--- config.mk ---
export PLATFORM = sky130hd
export DESIGN_NAME = char_lcd_bus_sequencer_core
export DESIGN_NICKNAME = d
export VERILOG_FILES = /design/src/design/lcdseq_pkg.sv /design/src/design/lcdseq_front.sv /design/src/design/lcdseq_back.sv /design/src/design/char_lcd_bus_sequencer_core.sv
export SDC_FILE = /design/constraint.sdc
export NUM_CORES = 1
export LEC_CHECK = 0
export ABC_AREA = 1
export BUFFER_PORTS_ARGS = -buffer_cell sky130_fd_sc_hd__clkbuf_2
export CORE_ASPECT_RATIO = 0.7
export CORE_UTILIZATION = 38
export CTS_CLUSTER_DIAMETER = 40
export DETAILED_ROUTE_END_ITERATION = 10
export PLACE_DENSITY = 0.62
export REMOVE_ABC_BUFFERS = 1
export SYNTH_ARGS = -nofsm -noshare
export SYNTH_HDL_FRONTEND = slang
export SYNTH_SLANG_ARGS = --single-unit
--- constraint.sdc ---
create_clock -name clk -period 4.4 [get_ports clk]
set_clock_uncertainty 0.1 [all_clocks]
set_input_delay 0.88 -clock clk [delete_from_list [all_inputs] [get_ports clk]]
set_output_delay 0.88 -clock clk [all_outputs]
set_load 0.005 [all_outputs]
--- src/design/lcdseq_pkg.sv ---
package lcdseq_pkg;

  typedef enum logic [1:0] {
    ACT_TICK,
    ACT_CMD,
    ACT_CHAR,
    ACT_INIT
  } action_t;

  typedef enum logic [2:0] {
    PH_IDLE,
    PH_STARTUP,
    PH_POLL_HIGH,
    PH_POLL_LOW,
    PH_SETUP,
    PH_STROBE
  } phase_t;

  typedef enum logic {
    CFG_PULSE_TICKS,
    CFG_STARTUP_TICKS
  } cfg_index_t;

  typedef struct packed {
    action_t    action;
    logic [7:0] byte_value;
    logic       busy_pin;
  } item_t;

  typedef struct packed {
    logic       reg_select;
    logic       read_write;
    logic       enable_line;
    logic [7:0] bus_out;
    logic       bus_drive;
    logic       ready_res;
    logic       accepted;
  } result_t;

  localparam logic [7:0]  PULSE_TICKS_RESET   = 8'd10;
  localparam logic [15:0] STARTUP_TICKS_RESET = 16'd25000;
  localparam int          CFG_DATA_W          = 16;

  localparam logic [7:0] CMD_FUNCTION_SET = 8'h38;
  localparam logic [7:0] CMD_DISPLAY_ON   = 8'h0D;
  localparam logic [7:0] CMD_CLEAR        = 8'h01;
  localparam logic [7:0] CMD_ENTRY_MODE   = 8'h06;

  function automatic logic [7:0] init_cmd(input logic [1:0] idx);
    logic [7:0] cmd;
    case (idx)
      2'd0:    cmd = CMD_FUNCTION_SET;
      2'd1:    cmd = CMD_DISPLAY_ON;
      2'd2:    cmd = CMD_CLEAR;
      default: cmd = CMD_ENTRY_MODE;
    endcase
    return cmd;
  endfunction

endpackage

--- src/design/lcdseq_front.sv ---
module lcdseq_front #(
  parameter int DEPTH = 2
) (
  input  logic                clk,
  input  logic                rst,
  input  logic                push,
  output logic                full,
  input  logic [1:0]          action,
  input  logic [7:0]          byte_value,
  input  logic                busy_pin,
  output logic                item_valid,
  output lcdseq_pkg::item_t   item,
  input  logic                item_take
);

  localparam int PW = (DEPTH > 1) ? $clog2(DEPTH) : 1;
  localparam int CW = $clog2(DEPTH + 1);

  lcdseq_pkg::item_t slots [DEPTH];
  logic [PW-1:0] wr_ptr;
  logic [PW-1:0] rd_ptr;
  logic [CW-1:0] count;
  logic          do_push;
  logic          do_take;
  lcdseq_pkg::item_t incoming;

  // classify the raw fields into a queued item
  always_comb begin
    incoming.action     = lcdseq_pkg::action_t'(action);
    incoming.byte_value = byte_value;
    incoming.busy_pin   = busy_pin;
  end

  assign full       = (count == CW'(DEPTH));
  assign item_valid = (count != '0);
  assign item       = slots[rd_ptr];
  assign do_push    = push && !full;
  assign do_take    = item_take && item_valid;

  always_ff @(posedge clk) begin
    if (do_push) begin
      slots[wr_ptr] <= incoming;
    end
  end

  always_ff @(posedge clk) begin
    if (rst) begin
      wr_ptr <= '0;
      rd_ptr <= '0;
      count  <= '0;
    end else begin
      if (do_push) begin
        wr_ptr <= (wr_ptr == PW'(DEPTH - 1)) ? '0 : wr_ptr + PW'(1);
      end
      if (do_take) begin
        rd_ptr <= (rd_ptr == PW'(DEPTH - 1)) ? '0 : rd_ptr + PW'(1);
      end
      if (do_push && !do_take) begin
        count <= count + CW'(1);
      end else if (!do_push && do_take) begin
        count <= count - CW'(1);
      end
    end
  end

endmodule

--- src/design/lcdseq_back.sv ---
module lcdseq_back #(
  parameter int OUT_DEPTH = 2
) (
  input  logic                clk,
  input  logic                rst,
  input  logic [7:0]          pulse_ticks,
  input  logic [15:0]         startup_ticks,
  input  logic                item_valid,
  input  lcdseq_pkg::item_t   item,
  output logic                item_take,
  output logic                empty,
  input  logic                pop,
  output lcdseq_pkg::result_t result
);

  localparam int PW = (OUT_DEPTH > 1) ? $clog2(OUT_DEPTH) : 1;
  localparam int CW = $clog2(OUT_DEPTH + 1);

  lcdseq_pkg::phase_t phase;
  lcdseq_pkg::phase_t phase_next;
  logic [15:0] tick_count;
  logic [15:0] tick_count_next;
  logic [7:0]  held_byte;
  logic [7:0]  held_byte_next;
  logic        held_select;
  logic        held_select_next;
  logic [2:0]  init_index;
  logic [2:0]  init_index_next;
  logic        busy_seen;
  logic        busy_seen_next;
  logic        acc;

  logic [15:0] tick_inc;
  logic [15:0] limit;
  logic        done;

  lcdseq_pkg::result_t res_new;
  lcdseq_pkg::result_t out_slots [OUT_DEPTH];
  logic [PW-1:0] wr_ptr;
  logic [PW-1:0] rd_ptr;
  logic [CW-1:0] out_count;
  logic          do_pop;

  assign item_take = item_valid && (out_count != CW'(OUT_DEPTH));
  assign empty     = (out_count == '0);
  assign result    = out_slots[rd_ptr];
  assign do_pop    = pop && !empty;

  assign tick_inc = tick_count + 16'd1;
  assign limit    = (phase == lcdseq_pkg::PH_STARTUP) ? startup_ticks : {8'd0, pulse_ticks};
  assign done     = (tick_inc >= limit);

  // next state
  always_comb begin
    phase_next       = phase;
    tick_count_next  = tick_count;
    held_byte_next   = held_byte;
    held_select_next = held_select;
    init_index_next  = init_index;
    busy_seen_next   = busy_seen;
    acc              = 1'b0;
    if (item.action == lcdseq_pkg::ACT_TICK) begin
      unique case (phase)
        lcdseq_pkg::PH_STARTUP: begin
          tick_count_next = done ? 16'd0 : tick_inc;
          if (done) begin
            init_index_next  = 3'd1;
            held_byte_next   = lcdseq_pkg::init_cmd(2'd0);
            held_select_next = 1'b0;
            busy_seen_next   = 1'b1;
            phase_next       = lcdseq_pkg::PH_POLL_HIGH;
          end
        end
        lcdseq_pkg::PH_POLL_HIGH: begin
          tick_count_next = done ? 16'd0 : tick_inc;
          if (done) begin
            busy_seen_next = item.busy_pin;
            phase_next     = lcdseq_pkg::PH_POLL_LOW;
          end
        end
        lcdseq_pkg::PH_POLL_LOW: begin
          tick_count_next = done ? 16'd0 : tick_inc;
          if (done) begin
            phase_next = busy_seen ? lcdseq_pkg::PH_POLL_HIGH : lcdseq_pkg::PH_SETUP;
          end
        end
        lcdseq_pkg::PH_SETUP: begin
          tick_count_next = done ? 16'd0 : tick_inc;
          if (done) begin
            phase_next = lcdseq_pkg::PH_STROBE;
          end
        end
        lcdseq_pkg::PH_STROBE: begin
          tick_count_next = done ? 16'd0 : tick_inc;
          if (done) begin
            if (init_index >= 3'd1 && init_index <= 3'd3) begin
              held_byte_next   = lcdseq_pkg::init_cmd(init_index[1:0]);
              held_select_next = 1'b0;
              busy_seen_next   = 1'b1;
              init_index_next  = init_index + 3'd1;
              phase_next       = lcdseq_pkg::PH_POLL_HIGH;
            end else begin
              init_index_next = 3'd0;
              phase_next      = lcdseq_pkg::PH_IDLE;
            end
          end
        end
        default: begin
          phase_next = lcdseq_pkg::PH_IDLE;
        end
      endcase
    end else if (phase == lcdseq_pkg::PH_IDLE) begin
      acc             = 1'b1;
      tick_count_next = 16'd0;
      init_index_next = 3'd0;
      if (item.action == lcdseq_pkg::ACT_INIT) begin
        held_byte_next   = 8'd0;
        held_select_next = 1'b0;
        phase_next       = lcdseq_pkg::PH_STARTUP;
      end else begin
        held_byte_next   = item.byte_value;
        held_select_next = (item.action == lcdseq_pkg::ACT_CHAR);
        busy_seen_next   = 1'b1;
        phase_next       = lcdseq_pkg::PH_POLL_HIGH;
      end
    end
  end

  // line levels after this transaction
  always_comb begin
    res_new.accepted  = acc;
    res_new.ready_res = (phase_next == lcdseq_pkg::PH_IDLE);
    unique case (phase_next)
      lcdseq_pkg::PH_STARTUP: begin
        res_new.reg_select  = 1'b0;
        res_new.read_write  = 1'b0;
        res_new.enable_line = 1'b0;
        res_new.bus_out     = 8'd0;
        res_new.bus_drive   = 1'b1;
      end
      lcdseq_pkg::PH_POLL_HIGH: begin
        res_new.reg_select  = 1'b0;
        res_new.read_write  = 1'b1;
        res_new.enable_line = 1'b1;
        res_new.bus_out     = 8'd0;
        res_new.bus_drive   = 1'b0;
      end
      lcdseq_pkg::PH_POLL_LOW: begin
        res_new.reg_select  = 1'b0;
        res_new.read_write  = 1'b1;
        res_new.enable_line = 1'b0;
        res_new.bus_out     = 8'd0;
        res_new.bus_drive   = 1'b0;
      end
      lcdseq_pkg::PH_STROBE: begin
        res_new.reg_select  = held_select_next;
        res_new.read_write  = 1'b0;
        res_new.enable_line = 1'b1;
        res_new.bus_out     = held_byte_next;
        res_new.bus_drive   = 1'b1;
      end
      default: begin
        res_new.reg_select  = held_select_next;
        res_new.read_write  = 1'b0;
        res_new.enable_line = 1'b0;
        res_new.bus_out     = held_byte_next;
        res_new.bus_drive   = 1'b1;
      end
    endcase
  end

  always_ff @(posedge clk) begin
    if (rst) begin
      phase       <= lcdseq_pkg::PH_IDLE;
      tick_count  <= '0;
      held_byte   <= '0;
      held_select <= 1'b0;
      init_index  <= '0;
      busy_seen   <= 1'b1;
    end else if (item_take) begin
      phase       <= phase_next;
      tick_count  <= tick_count_next;
      held_byte   <= held_byte_next;
      held_select <= held_select_next;
      init_index  <= init_index_next;
      busy_seen   <= busy_seen_next;
    end
  end

  // result queue
  always_ff @(posedge clk) begin
    if (item_take) begin
      out_slots[wr_ptr] <= res_new;
    end
  end

  always_ff @(posedge clk) begin
    if (rst) begin
      wr_ptr    <= '0;
      rd_ptr    <= '0;
      out_count <= '0;
    end else begin
      if (item_take) begin
        wr_ptr <= (wr_ptr == PW'(OUT_DEPTH - 1)) ? '0 : wr_ptr + PW'(1);
      end
      if (do_pop) begin
        rd_ptr <= (rd_ptr == PW'(OUT_DEPTH - 1)) ? '0 : rd_ptr + PW'(1);
      end
      if (item_take && !do_pop) begin
        out_count <= out_count + CW'(1);
      end else if (!item_take && do_pop) begin
        out_count <= out_count - CW'(1);
      end
    end
  end

endmodule

--- src/design/char_lcd_bus_sequencer_core.sv ---
// channel  | direction | handshake        | payload
// input    | in        | push / full      | action, byte_value, busy_pin
// result   | out       | empty / pop      | reg_select .. accepted
// config   | in        | cfg_write        | cfg_index, cfg_data
//
// one transaction per cycle while the result side keeps popping; an item's result is
// written to the result queue once it has passed the input queue and then the
// sequencer register step, and can be popped from the next edge on
// the sequencer advances on taken items, its intervals measured by the tick counter
// rst is synchronous and clears both queues and the sequencer to idle
// full rises only when the result side stalls and both queues have filled
module char_lcd_bus_sequencer_core #(
  parameter int IN_DEPTH  = 2,
  parameter int OUT_DEPTH = 2
) (
  input  logic        clk,
  input  logic        rst,
  input  logic        push,
  output logic        full,
  input  logic [1:0]  action,
  input  logic [7:0]  byte_value,
  input  logic        busy_pin,
  output logic        empty,
  input  logic        pop,
  output logic        reg_select,
  output logic        read_write,
  output logic        enable_line,
  output logic [7:0]  bus_out,
  output logic        bus_drive,
  output logic        ready_res,
  output logic        accepted,
  input  logic        cfg_write,
  input  logic        cfg_index,
  input  logic [lcdseq_pkg::CFG_DATA_W-1:0] cfg_data
);

  logic [7:0]  pulse_ticks;
  logic [15:0] startup_ticks;
  logic        item_valid;
  logic        item_take;
  lcdseq_pkg::item_t   item;
  lcdseq_pkg::result_t result;

  always_ff @(posedge clk) begin
    if (rst) begin
      pulse_ticks   <= lcdseq_pkg::PULSE_TICKS_RESET;
      startup_ticks <= lcdseq_pkg::STARTUP_TICKS_RESET;
    end else if (cfg_write) begin
      unique case (lcdseq_pkg::cfg_index_t'(cfg_index))
        lcdseq_pkg::CFG_PULSE_TICKS:   pulse_ticks   <= cfg_data[7:0];
        lcdseq_pkg::CFG_STARTUP_TICKS: startup_ticks <= cfg_data;
        default: begin
        end
      endcase
    end
  end

  lcdseq_front #(
    .DEPTH(IN_DEPTH)
  ) u_front (
    .clk       (clk),
    .rst       (rst),
    .push      (push),
    .full      (full),
    .action    (action),
    .byte_value(byte_value),
    .busy_pin  (busy_pin),
    .item_valid(item_valid),
    .item      (item),
    .item_take (item_take)
  );

  lcdseq_back #(
    .OUT_DEPTH(OUT_DEPTH)
  ) u_back (
    .clk          (clk),
    .rst          (rst),
    .pulse_ticks  (pulse_ticks),
    .startup_ticks(startup_ticks),
    .item_valid   (item_valid),
    .item         (item),
    .item_take    (item_take),
    .empty        (empty),
    .pop          (pop),
    .result       (result)
  );

  assign reg_select  = result.reg_select;
  assign read_write  = result.read_write;
  assign enable_line = result.enable_line;
  assign bus_out     = result.bus_out;
  assign bus_drive   = result.bus_drive;
  assign ready_res   = result.ready_res;
  assign accepted    = result.accepted;

  // a taken request always leaves the sequencer busy
  a_accept_not_ready: assert property (@(posedge clk) disable iff (rst)
    (!empty && accepted) |-> !ready_res)
    else $error("accepted request reported ready");

  // status reads release the data lines
  a_read_released: assert property (@(posedge clk) disable iff (rst)
    (!empty && read_write) |-> (!bus_drive && bus_out == 8'd0))
    else $error("data lines driven during busy poll");

  // idle lines never show a strobe
  a_idle_no_strobe: assert property (@(posedge clk) disable iff (rst)
    (!empty && ready_res) |-> (!enable_line && !read_write))
    else $error("strobe or read while idle");

endmodule

==> results of run 1 <==
## registers in the layout (all words and copies together) (netlist names), named ones only
register            count
u_back.out_slots       28
u_front.wr_ptr          1
u_back.out_count        2
u_back.wr_ptr           1
pulse_ticks             8
u_front.rd_ptr          1
u_back.init_index       3
u_back.phase            3
u_back.busy_seen        1
u_back.tick_count      16
startup_ticks          16
u_front.count           2
u_back.held_byte        8
u_back.rd_ptr           1
u_front.slots          22
u_back.held_select      1
## area by class of cell
cell class              count  area (um^2)  share of cell area (%)
multi-input cells         497         2640                    38.7
well taps                 195          244                    3.57
flip-flops and latches    116         2820                    41.3
inverters                  71          270                    3.96
repair buffers             54          285                    4.18
clock buffers              18          429                    6.28
clock inverters            13          138                    2.01
## repair_timing
item	4_1_cts	5_1_grt
resized for setup	0	3
endpoints found under the hold margin	0	0
endpoints found under the setup margin	0	26
## metal layers
metal  GRT usage (%)  routed length (um)
met1            26.8                6990
met2            22.5                4880
met3            5.11                 718
met4            5.48                 120
met5               0                   0
## placed cells by master, fill, tap and decap left out, types with 3 or more instances in the layout
| cell type | count |
|---|---|
| clkbuf_16 | 17 |
| a21boi_0 | 3 |
| nand3_1 | 35 |
| a21oi_1 | 53 |
| nor2_1 | 84 |
| clkinv_2 | 3 |
| nor3_1 | 3 |
| mux2i_1 | 7 |
| a22oi_1 | 5 |
| clkinvlp_4 | 3 |
| inv_1 | 64 |
| nand2_1 | 176 |
| nand4_1 | 4 |
| edfxtp_1 | 50 |
| o21ai_0 | 43 |
| nand3b_1 | 8 |
| xnor2_1 | 5 |
| xor2_1 | 9 |
| inv_2 | 6 |
| o211ai_1 | 3 |
| clkinv_4 | 5 |
| nand2_2 | 4 |
| clkbuf_2 | 48 |
| mux2_2 | 14 |
| buf_4 | 6 |
| dfxtp_1 | 66 |
| ha_1 | 23 |
## path summary, 6_finish.rpt
kind / from / depth (start not counted) / end
setup / recovery: u_back.tick_count[0]$_SDFFE_PP0P_ / 20 / u_back.out_slots[1][8]$_DFFE_PP_
hold / removal: u_front.rd_ptr$_SDFFE_PP0P_ / 1 / u_front.rd_ptr$_SDFFE_PP0P_
setup reg to reg: u_back.tick_count[0]$_SDFFE_PP0P_ / 20 / u_back.out_slots[1][8]$_DFFE_PP_
hold reg to reg: u_front.rd_ptr$_SDFFE_PP0P_ / 1 / u_front.rd_ptr$_SDFFE_PP0P_
## metrics by stage
| step | area [um^2] | hold WS, ns |
|---|---|---|
| floorplan | 5720 | 0.326 |
| global placement | 6250 | 0.337 |
| detailed placement | 6250 | 0.344 |
| CTS | 6820 | 0.352 |
| global route | 6830 | 0.376 |
| finish | 6830 | 0.353 |
## cells by family (layout without fill, tap and decap cells)
family	Yosys count	after routing
mux	21	21
xor+xnor	14	14
simple gates	323	323
fa+ha+maj	23	23
buf+inv	96	156
compound gates	116	116
flops	116	116
## synthesized netlist by cell type (2+ instances only)
cell type	count	share of area (%)
o21ai_0	43	3.7
a21boi_0	3	0.38
buf_6	3	0.58
and2_1	2	0.21
xor2_1	9	1.3
nand3_1	36	3.1
buf_4	2	0.26
buf_2	4	0.34
xnor2_1	5	0.75
edfxtp_1	50	26
nand2_2	4	0.43
a211oi_1	2	0.26
o211ai_1	3	0.38
ha_1	23	4.9
mux2i_1	7	1.2
clkbuf_1	16	1.0
a22oi_1	5	0.64
a21oi_1	54	4.6
mux2_2	14	2.7
nand4_1	4	0.43
inv_1	65	4.2
nor2_1	84	5.4
nand3b_1	8	1.0
dfxtp_1	66	23
inv_2	6	0.38
nor2_4	2	0.38
nor3_1	3	0.26
or2_2	2	0.21
nand2_1	176	11
## worst max-delay path, stage by stage, from the launching register on
cell     delay (ns)
dfxtp_1        0.40
ha_1           0.20
nand2_1        0.06
nor2_1         0.15
nand3_1        0.14
nor2_1         0.17
nand2_1        0.08
nor2_1         0.19
and2_1         0.20
xor2_1         0.09
ha_1           0.28
nand2_1        0.07
nor3_1         0.19
nand2_1        0.15
nand2_1        0.27
buf_4          0.22
nand2_1        0.08
nor2_1         0.16
o21ai_0        0.13
a21oi_1        0.29
a21oi_1        0.09
## power by group through the flow
stage / combinational (mW) / clock [mW] / sequential, mW
after global routing: 2.10 / 1.39 / 1.68
after floorplan: 1.28 / 0 / 1.62
after global placement: 1.81 / 0 / 1.66
after detailed placement: 1.81 / 0 / 1.66
after CTS: 1.83 / 1.34 / 1.64
final: 1.85 / 1.32 / 1.64
==> reports/metrics.cfg, run 1 <==
[logic_synthesis]
synth_xor_area_share_pct=2.10
syn-mean-instance-area_um2=8.25
synth-edff-count=50
synth_warnings=0
synthMuxAreaShare_pct=3.89
synthSimpleGateAreaFrac_pct=23.2
yosysUniqueCellTypes=37
synth_compound_area_share_pct=10.9
ys_ff_latch=116
netlist_area_um2=5850
syn-instance-count=709
synth_ff_type=dfxtp_1
synthAdderAreaFrac_pct=4.92
synth_top_family_by_area=simple AND/OR/NAND/NOR gates
seq_area_frac_synth_pct=48.2
synthArstFlopShare_pct=0

[layout]
final_util_pct=46.0
layout-drive-gt1-share_pct=15.5
syn_to_final_growth_pct=16.7
diodes=0
layout.cells.non_filler=964
nets=813
fill_cells=1456

[power_and_ir_drop]
p_int_mw=2.93
p_leak_nw=3.04
p_clk_share_pct=27.4
powerDensity_nw_per_um2=704
fin_total_pwr_mw=4.81
seq_power_share_pct=34.1
p_switching_mw=1.87
comb_power_share_pct=38.5
vdd_ir_drop_max_mv=0.362
p_sw_share_pct=39.0

[timing]
tightest_slew_ns=1.16
fmaxAchievable_mhz=252
min_period_over_period_pct=90.3
slew_headroom_pct=22.1
tns_ns=0
setup_slack_ns=0.428
hold_viol=0
final_max_slew_viol_count=0
fin_crit_ns=3.97
setup_violations=0

[cts]
hold_buffers=0
clk_pin_slew_worst_paths_ns=0.05
cts_buffer_depth=2
cts_buffers=17
h-tree-depth=4
numClockSinks=116
root_buffer=clkbuf_16
post_cts_buffers=0
clock_latency_ns=0.41
cts_tree=done

[die]
die_w_um=150
io_pins=49
die_area_um2=15900
die_h_um=106
initial_core_util_pct=39.4
coreArea_um2=14900
fp-row-count=37

[outcome]
run_status=complete, no violations

[global_routing]
grt-ovfl-total=0
grt_pass1_vias=4279
antenna_found_initial=0
grt_max_degree=28
gr-usage-all-layers_pct=17.4
grt_first_pass_wirelength_um=21500

[placed_design]
placed_cells=933
dpl_worst_slack_ns=0.234
dp_hpwl_um=8880
io_buffer_count=48
gp_congestion=0.869

[worst_setup_path]
cp.required_ns=4.44
arrival_ns=4.02
reg2reg_slack_ns=0.43
crit_type=register to register
crit_path_end_kind=register
cp-start-kind=register
cp_max_fo=9

[flow_run]
maxCapViolCount=0

[drt]
ant_nets=0
avgViaCountPerCell=4.81
drt_iter0_drc=241
first_pass_iters=5
routedWlPerCell_um=13.2
drc=0
vias=4634
wirelength_um=12700

[worst_hold_path]
holdCritPathClass=register to register

Note: power is estimated with default switching activity, not from simulation.
==> run 2, diff against run 1 <==
--- a/config.mk
+++ b/config.mk
@@ -15,4 +15,5 @@
 export REMOVE_ABC_BUFFERS = 1
 export SYNTH_ARGS = -nofsm -noshare
 export SYNTH_HDL_FRONTEND = slang
+export SYNTH_HIERARCHICAL = 1
 export SYNTH_SLANG_ARGS = --single-unit
==> run 2 against run 1 <==
  * Die area increased by 6.5%
  * Register-to-register slack improved by 0.32 ns
  * First-iteration DRC count increased by 24%
  * Sequential power about the same
  * Combinational power increased by 4%
  * Non-clock buffer count increased by 1
  * Clock power increased by 15%
  * Utilization increased by 0.34 points
  * Clock-buffer cell count increased by 2
  * Synthesized area increased by 6.6%
  * Synthesized cell count increased by 1.7%
  * Cell area increased by 7.0%
  * Largest power group unchanged
==> reports/metrics.cfg, run 2 <==
[cts]
clk_pin_slew_worst_paths_ns=0.05
numClockSinks=116
cts_buffer_depth=2
hold_buffers=0
post_cts_buffers=0
clock_latency_ns=0.42
h-tree-depth=4
cts_tree=done
cts_resized=0
root_buffer=clkbuf_16
cts_buffers=17

[power_and_ir_drop]
p_sw_share_pct=37.5
powerDensity_nw_per_um2=692
vdd_ir_drop_max_mv=0.292
p_clk_share_pct=30.0
p_int_mw=3.16
p_switching_mw=1.89
p_leak_nw=3.23
seq_power_share_pct=32.0
comb_power_share_pct=38.1

[drt]
ant_nets=0
avgViaCountPerCell=4.71
drc=0
routedWlPerCell_um=12.9
first_pass_iters=4
drt_iter0_drc=298
wirelength_um=13000
vias=4745

[worst_setup_path]
reg2reg_slack_ns=0.75
crit_type=register to register
r2r_end=u_back/out_slots[0][10]$_DFFE_PP_
cp-start-kind=register
r2r_cells=23
cp_max_fo=11
crit_path_end_kind=register
arrival_ns=3.71
cp.required_ns=4.46
rr_startpoint=u_back/tick_count[0]$_SDFFE_PP0P_

[global_routing]
gr-usage-all-layers_pct=16.6
grt_first_pass_wirelength_um=21200
grt_max_degree=32
grt-ovfl-total=0
antenna_found_initial=0
grt_pass1_vias=4223

[placed_design]
gp_congestion=0.875
placedInstanceArea_um2=6660
io_buffer_count=48
placed_cells=975
dp_hpwl_um=9290

[layout]
syn_to_final_growth_pct=17.2
top_regs=u_back/out_slots: 28 flops, u_front/slots: 22 flops
layout_common_cells=138 x nand2_1, 84 x inv_1, 84 x nor2_1, 66 x dfxtp_1, 50 x edfxtp_1
largest_register=u_back/out_slots
final_cell_area_um2=7310
final_common_cell=nand2_1
largest_reg_flops=28
layout-drive-gt1-share_pct=21.1
diodes=0
nets=831
layout.cells.non_filler=1007

[die]
io_pins=49
die_w_um=155
initial_core_util_pct=39.5
fp-row-count=38
die_area_um2=16900
coreArea_um2=15800
die_h_um=109

[timing]
holdWs_ns=0.363
slew_headroom_pct=35.2
setup_violations=0
hold_viol=0
final_max_slew_viol_count=0
tns_ns=0
min_period_over_period_pct=83.0
tightest_slew_ns=0.968
fmaxAchievable_mhz=274
fin_crit_ns=3.65
rsz0062_at_grt=no

[logic_synthesis]
synth_warnings=6
synth-edff-count=50
synth_most_common_cell=nand2_1
synth_top_area_share_pct=24.1
synth_ff_type=dfxtp_1
synthTopCellsByArea=edfxtp_1 24%, dfxtp_1 21%, nand2_1 8.3%, inv_1 5.1%, nor2_1 5.1%
yosysUniqueCellTypes=45
netlist_area_um2=6240
yosysTopAreaCell=edfxtp_1
synth_commonest_cells=138 x nand2_1, 84 x inv_1, 84 x nor2_1
syn-instance-count=721
seq_area_frac_synth_pct=45.2
ys_ff_latch=116
synthArstFlopShare_pct=0
syn-mean-instance-area_um2=8.65

[worst_hold_path]
holdPathEnd=pulse_ticks[1]$_SDFFE_PP1P_
min-delay-start=pulse_ticks[1]$_SDFFE_PP1P_
holdCritPathClass=register to register
holdPathStages=2

[flow_run]
maxCapViolCount=0

[outcome]
run_status=complete, no violations

-- run 2: power groups by stage --
stage | combinational (mW) | clock [mW] | sequential [mW]
finish | 1.93 | 1.52 | 1.62
global route | 2.16 | 1.59 | 1.64
CTS | 1.92 | 1.54 | 1.62
detailed placement | 1.91 | 0 | 1.64
global placement | 1.91 | 0 | 1.63
floorplan | 1.40 | 0 | 1.59
-- run 2: metrics by stage --
step           utilization, %  power (mW)  setup slack [ns]
2_1_floorplan               -        3.00              1.17
3_3_place_gp             42.2        3.55             0.838
3_5_place_dp             42.2        3.55             0.819
4_1_cts                  46.3        5.08             0.782
5_1_grt                  46.3        5.40             0.477
6_report                 46.3        5.06             0.746
-- run 2: logic make-up after synthesis --
family	share of synthesized area (%)
AND/OR/NAND/NOR	24.5
buffers and inverters	8.32
flip-flops	45.2
AO/OA/AOI/OAI	9.15
multiplexers	6.24
adder cells (fa/ha/maj)	4.81
XOR/XNOR	1.68
-- run 2: cell type report --
| type | instances | area, um^2 |
|---|---|---|
| clock inverters | 12 | 203 |
| fillers | 1566 | 8470 |
| well taps | 220 | 275 |
| inverters | 97 | 374 |
| flip-flops and latches | 116 | 2820 |
| clock buffers | 20 | 447 |
| multi-input cells | 487 | 2900 |
| repair buffers | 55 | 293 |
-- run 2: worst max-delay path, stage by stage (launching register included) --
cell	delay (ns)
dfxtp_1	0.39
ha_1	0.21
nand2_1	0.07
nor2_2	0.12
nand3_1	0.12
nor2_1	0.18
inv_1	0.11
nor4_2	0.18
xor2_1	0.20
inv_1	0.09
ha_1	0.30
nand4_1	0.12
nor2_1	0.23
nand2_4	0.14
nand2_4	0.16
nand2_1	0.07
nand2_1	0.06
nand2_1	0.05
nand2_1	0.10
inv_1	0.08
nand2_4	0.08
nand2_4	0.07
inv_6	0.10
nor2_2	0.05
-- run 2: worst max path at each step --
stage | startpoint | to | slack (ns) | cells past startpoint
CTS | u_back/tick_count[0]$_SDFFE_PP0P_ | u_back/out_slots[1][13]$_DFFE_PP_ | 0.78 | 23
finish | u_back/tick_count[0]$_SDFFE_PP0P_ | u_back/out_slots[0][10]$_DFFE_PP_ | 0.75 | 23
floorplan | u_back/phase[0]$_SDFFE_PP0P_ | u_back/out_slots[0][2]$_DFFE_PP_ | 1.17 | 20
global route | u_back/tick_count[0]$_SDFFE_PP0P_ | u_back/out_slots[1][13]$_DFFE_PP_ | 0.48 | 23
detailed placement | u_back/tick_count[0]$_SDFFE_PP0P_ | u_back/out_slots[1][13]$_DFFE_PP_ | 0.82 | 23
global placement | u_back/phase[0]$_SDFFE_PP0P_ | u_back/out_slots[1][2]$_DFFE_PP_ | 0.84 | 21
-- run 2: per-layer routing --
layer / vias to the layer above / routed length (um) / share of wire [%] / GRT usage [%]
met3: 12 / 744 / 5.7 / 4.69
met4: 0 / 148 / 1.1 / 6.58
met2: 107 / 5110 / 39 / 22.2
li1: 2492 / - / - / -
met1: 2134 / 7020 / 54 / 24.6
met5: - / 0 / 0 / 0
==> run 3, diff against run 2 <==
--- a/config.mk
+++ b/config.mk
@@ -5,13 +5,13 @@
 export SDC_FILE = /design/constraint.sdc
 export NUM_CORES = 1
 export LEC_CHECK = 0
-export ABC_AREA = 1
+export ABC_AREA = 0
 export BUFFER_PORTS_ARGS = -buffer_cell sky130_fd_sc_hd__clkbuf_2
 export CORE_ASPECT_RATIO = 0.7
 export CORE_UTILIZATION = 38
 export CTS_CLUSTER_DIAMETER = 40
 export DETAILED_ROUTE_END_ITERATION = 10
-export PLACE_DENSITY = 0.62
+export PLACE_DENSITY = 0.64
 export REMOVE_ABC_BUFFERS = 1
 export SYNTH_ARGS = -nofsm -noshare
 export SYNTH_HDL_FRONTEND = slang
==> constraint.sdc (replaced) <==
create_clock -name clk -period 3.22 [get_ports clk]
set_clock_uncertainty 0.1 [all_clocks]
set_input_delay 0.644 -clock clk [delete_from_list [all_inputs] [get_ports clk]]
set_output_delay 0.644 -clock clk [all_outputs]
set_load 0.005 [all_outputs]
==> run 3 against run 2 <==
  * The run now ends with setup timing left
  * Die area shrank 7.3%
  * Cell area up 5.7%
  * Critical endpoint is now u_back/out_slots[1][8]$_DFFE_PP_
  * Total power up 32%
  * Sequential power up 28%
  * Sequential cell count is the same
  * Routed wire length up 13%
  * Critical path depth fell by 7
  * Register-to-register slack got worse by 1.3 ns
  * Synthesized cell count is 24% lower
  * Combinational power grew 39%
  * Final cell count down 14%
  * Clock-buffer cell count fell by 3
==> reports/metrics.cfg, run 3 <==
[timing]
hold_viol=0
min_period_over_period_pct=118
slew_headroom_pct=44.3
fin_crit_ns=3.78
tns_ns=-24.86
setup_violations=58
fmaxAchievable_mhz=264
final_max_slew_viol_count=0
holdWs_ns=0.317
rsz0062_at_grt=yes
tightest_slew_ns=0.835
setup_slack_ns=-0.564

[logic_synthesis]
synth_warnings=6
ys_ff_latch=116
synthTopCellsByArea=edfxtp_1 26%, dfxtp_1 23%, ha_1 5.2%, mux2_2 5.1%, mux2i_1 3.3%
synth_ff_type=dfxtp_1
synthArstFlopShare_pct=0
netlist_area_um2=5780
synth_commonest_cells=66 x dfxtp_1, 50 x edfxtp_1, 47 x nor2_1
syn-instance-count=546
yosysUniqueCellTypes=67
seq_area_frac_synth_pct=48.9
synth-edff-count=50
yosysTopAreaCell=edfxtp_1
syn-mean-instance-area_um2=10.6
synth_most_common_cell=dfxtp_1
synth_top_area_share_pct=26.0

[drt]
vias=4750
ant_nets=0
routedWlPerCell_um=17.0
drt_iter0_drc=383
wirelength_um=14600
first_pass_iters=5
avgViaCountPerCell=5.51
drc=0

[worst_setup_path]
crit_path_end_kind=register
startpoint=u_back/tick_count[1]$_SDFFE_PP0P_
cp_cell_sequence=ha_4, nand3_2, nor3_4, and2_4, nand3_2, xnor2_2, ha_1, nand4_1, nor2_1, a2111o_1, buf_4, buf_6, or4_4, a21o_4, nand4b_4, a22oi_2
slowest_delay_ns=0.41
arrival_ns=3.84
worst_path_most_repeated_cell=nand3_2
r2r_end=u_back/out_slots[1][8]$_DFFE_PP_
cp_top_family=simple AND/OR/NAND/NOR gates
crit_type=register to register
rr_startpoint=u_back/tick_count[1]$_SDFFE_PP0P_
cp.required_ns=3.27
cp-start-kind=register
reg2reg_slack_ns=-0.56
crit_path_top_delay_cell=or4_4
worst-path-buf-inv=2
r2r_cells=16
cp_max_fo=5

[cts]
cts_tree=done
clock_latency_ns=0.42
numClockSinks=116
hold_buffers=0
h-tree-depth=4
clk_pin_slew_worst_paths_ns=0.06
cts_buffers=17
root_buffer=clkbuf_16
cts_buffer_depth=2

[power_and_ir_drop]
p_sw_share_pct=35.7
powerDensity_nw_per_um2=862
seq_power_share_pct=31.2
p_leak_nw=3.08
p_int_mw=4.28
p_switching_mw=2.38
vdd_ir_drop_max_mv=0.439
comb_power_share_pct=40.4
p_clk_share_pct=28.3

[layout]
nets=711
layout.cells.non_filler=862
syn_to_final_growth_pct=33.7
layout_common_cells=59 x dfxtp_1, 54 x buf_4, 50 x edfxtp_1, 48 x clkbuf_2, 45 x nor2_1
layout-drive-gt1-share_pct=38.2
largest_reg_flops=28
final_common_cell=dfxtp_1
top_regs=u_back/out_slots: 28 flops, u_front/slots: 22 flops
largest_register=u_back/out_slots
diodes=0

[placed_design]
gp_congestion=0.891
dpl_worst_slack_ns=-0.879
io_buffer_count=48
placed_cells=810
dp_hpwl_um=9490

[worst_hold_path]
min-delay-start=busy_pin
holdCritPathClass=input pin to register
holdPathStages=1
holdPathEnd=u_front/slots[0][0]$_DFFE_PP_

[flow_run]
maxCapViolCount=0

[die]
die_w_um=149
fp-row-count=37
io_pins=49
initial_core_util_pct=39.1
coreArea_um2=14800
die_area_um2=15700
die_h_um=105

[global_routing]
met2_usage_pct=28.6
met1_usage_pct=28.2
grt-ovfl-total=0
gr-usage-all-layers_pct=19.7
met3_usage_pct=5.15
grt_pass1_vias=4655
antenna_found_initial=0
busiest_layer=met2
grt_first_pass_wirelength_um=23600
grt_max_degree=29

[outcome]
violations=setup timing
run_status=finished, violations left

## run 3: cell families after synthesis
family	count (synthesis)	synth area share [%]
flops	116	48.9
mux	45	8.36
xor+xnor	24	3.64
buf+inv	47	3.72
compound gates	129	15.6
fa+ha+maj	24	5.20
simple gates	161	14.6
## run 3: worst max-delay path by stage
stage                                       end  slack [ns]  cells after the start
2_1_floorplan  u_back/out_slots[0][7]$_DFFE_PP_       -1.07                     12
3_3_place_gp   u_back/out_slots[0][8]$_DFFE_PP_       -0.75                     15
3_5_place_dp   u_back/out_slots[0][8]$_DFFE_PP_       -0.88                     15
4_1_cts        u_back/out_slots[0][7]$_DFFE_PP_       -0.38                     14
5_1_grt        u_back/out_slots[1][8]$_DFFE_PP_       -0.70                     13
6_report       u_back/out_slots[1][8]$_DFFE_PP_       -0.56                     16
## run 3: power by group through the flow
| stage | clock network, mW | logic [mW] | registers, mW |
|---|---|---|---|
| global route | 1.99 | 2.92 | 2.12 |
| global placement | 0 | 2.07 | 2.08 |
| detailed placement | 0 | 2.12 | 2.10 |
| finish | 1.89 | 2.69 | 2.08 |
| CTS | 1.93 | 2.51 | 2.08 |
| floorplan | 0 | 1.31 | 2.10 |
## run 3: final cells by class
cell class | instances | area, um^2
sequential | 116 | 2840
timing repair buffer | 116 | 828
clock buffer | 17 | 425
tap | 195 | 244
fill | 1255 | 7040
clock inverter | 15 | 169
multi-input combinational | 384 | 3150
inverter | 19 | 71.3
## run 3: stage by stage
step,util [%],power (mW),cell area [um^2]
2_1_floorplan,-,3.40,5630
3_3_place_gp,44.0,4.15,6500
3_5_place_dp,44.0,4.22,6500
4_1_cts,50.8,6.51,7500
5_1_grt,52.3,7.02,7720
6_report,52.3,6.66,7720
## run 3: repair_timing
item,4_1_cts,5_1_grt
gates resized for setup,63,39
setup endpoints to repair,58,58
gates cloned,3,0
pin swaps,36,23
buffers inserted,14,5
## run 3: metal layers
metal	routed length, um	vias to the layer above
met5	0	-
met4	191	0
met3	1030	29
met2	6370	186
met1	7050	2300
li1	-	2235
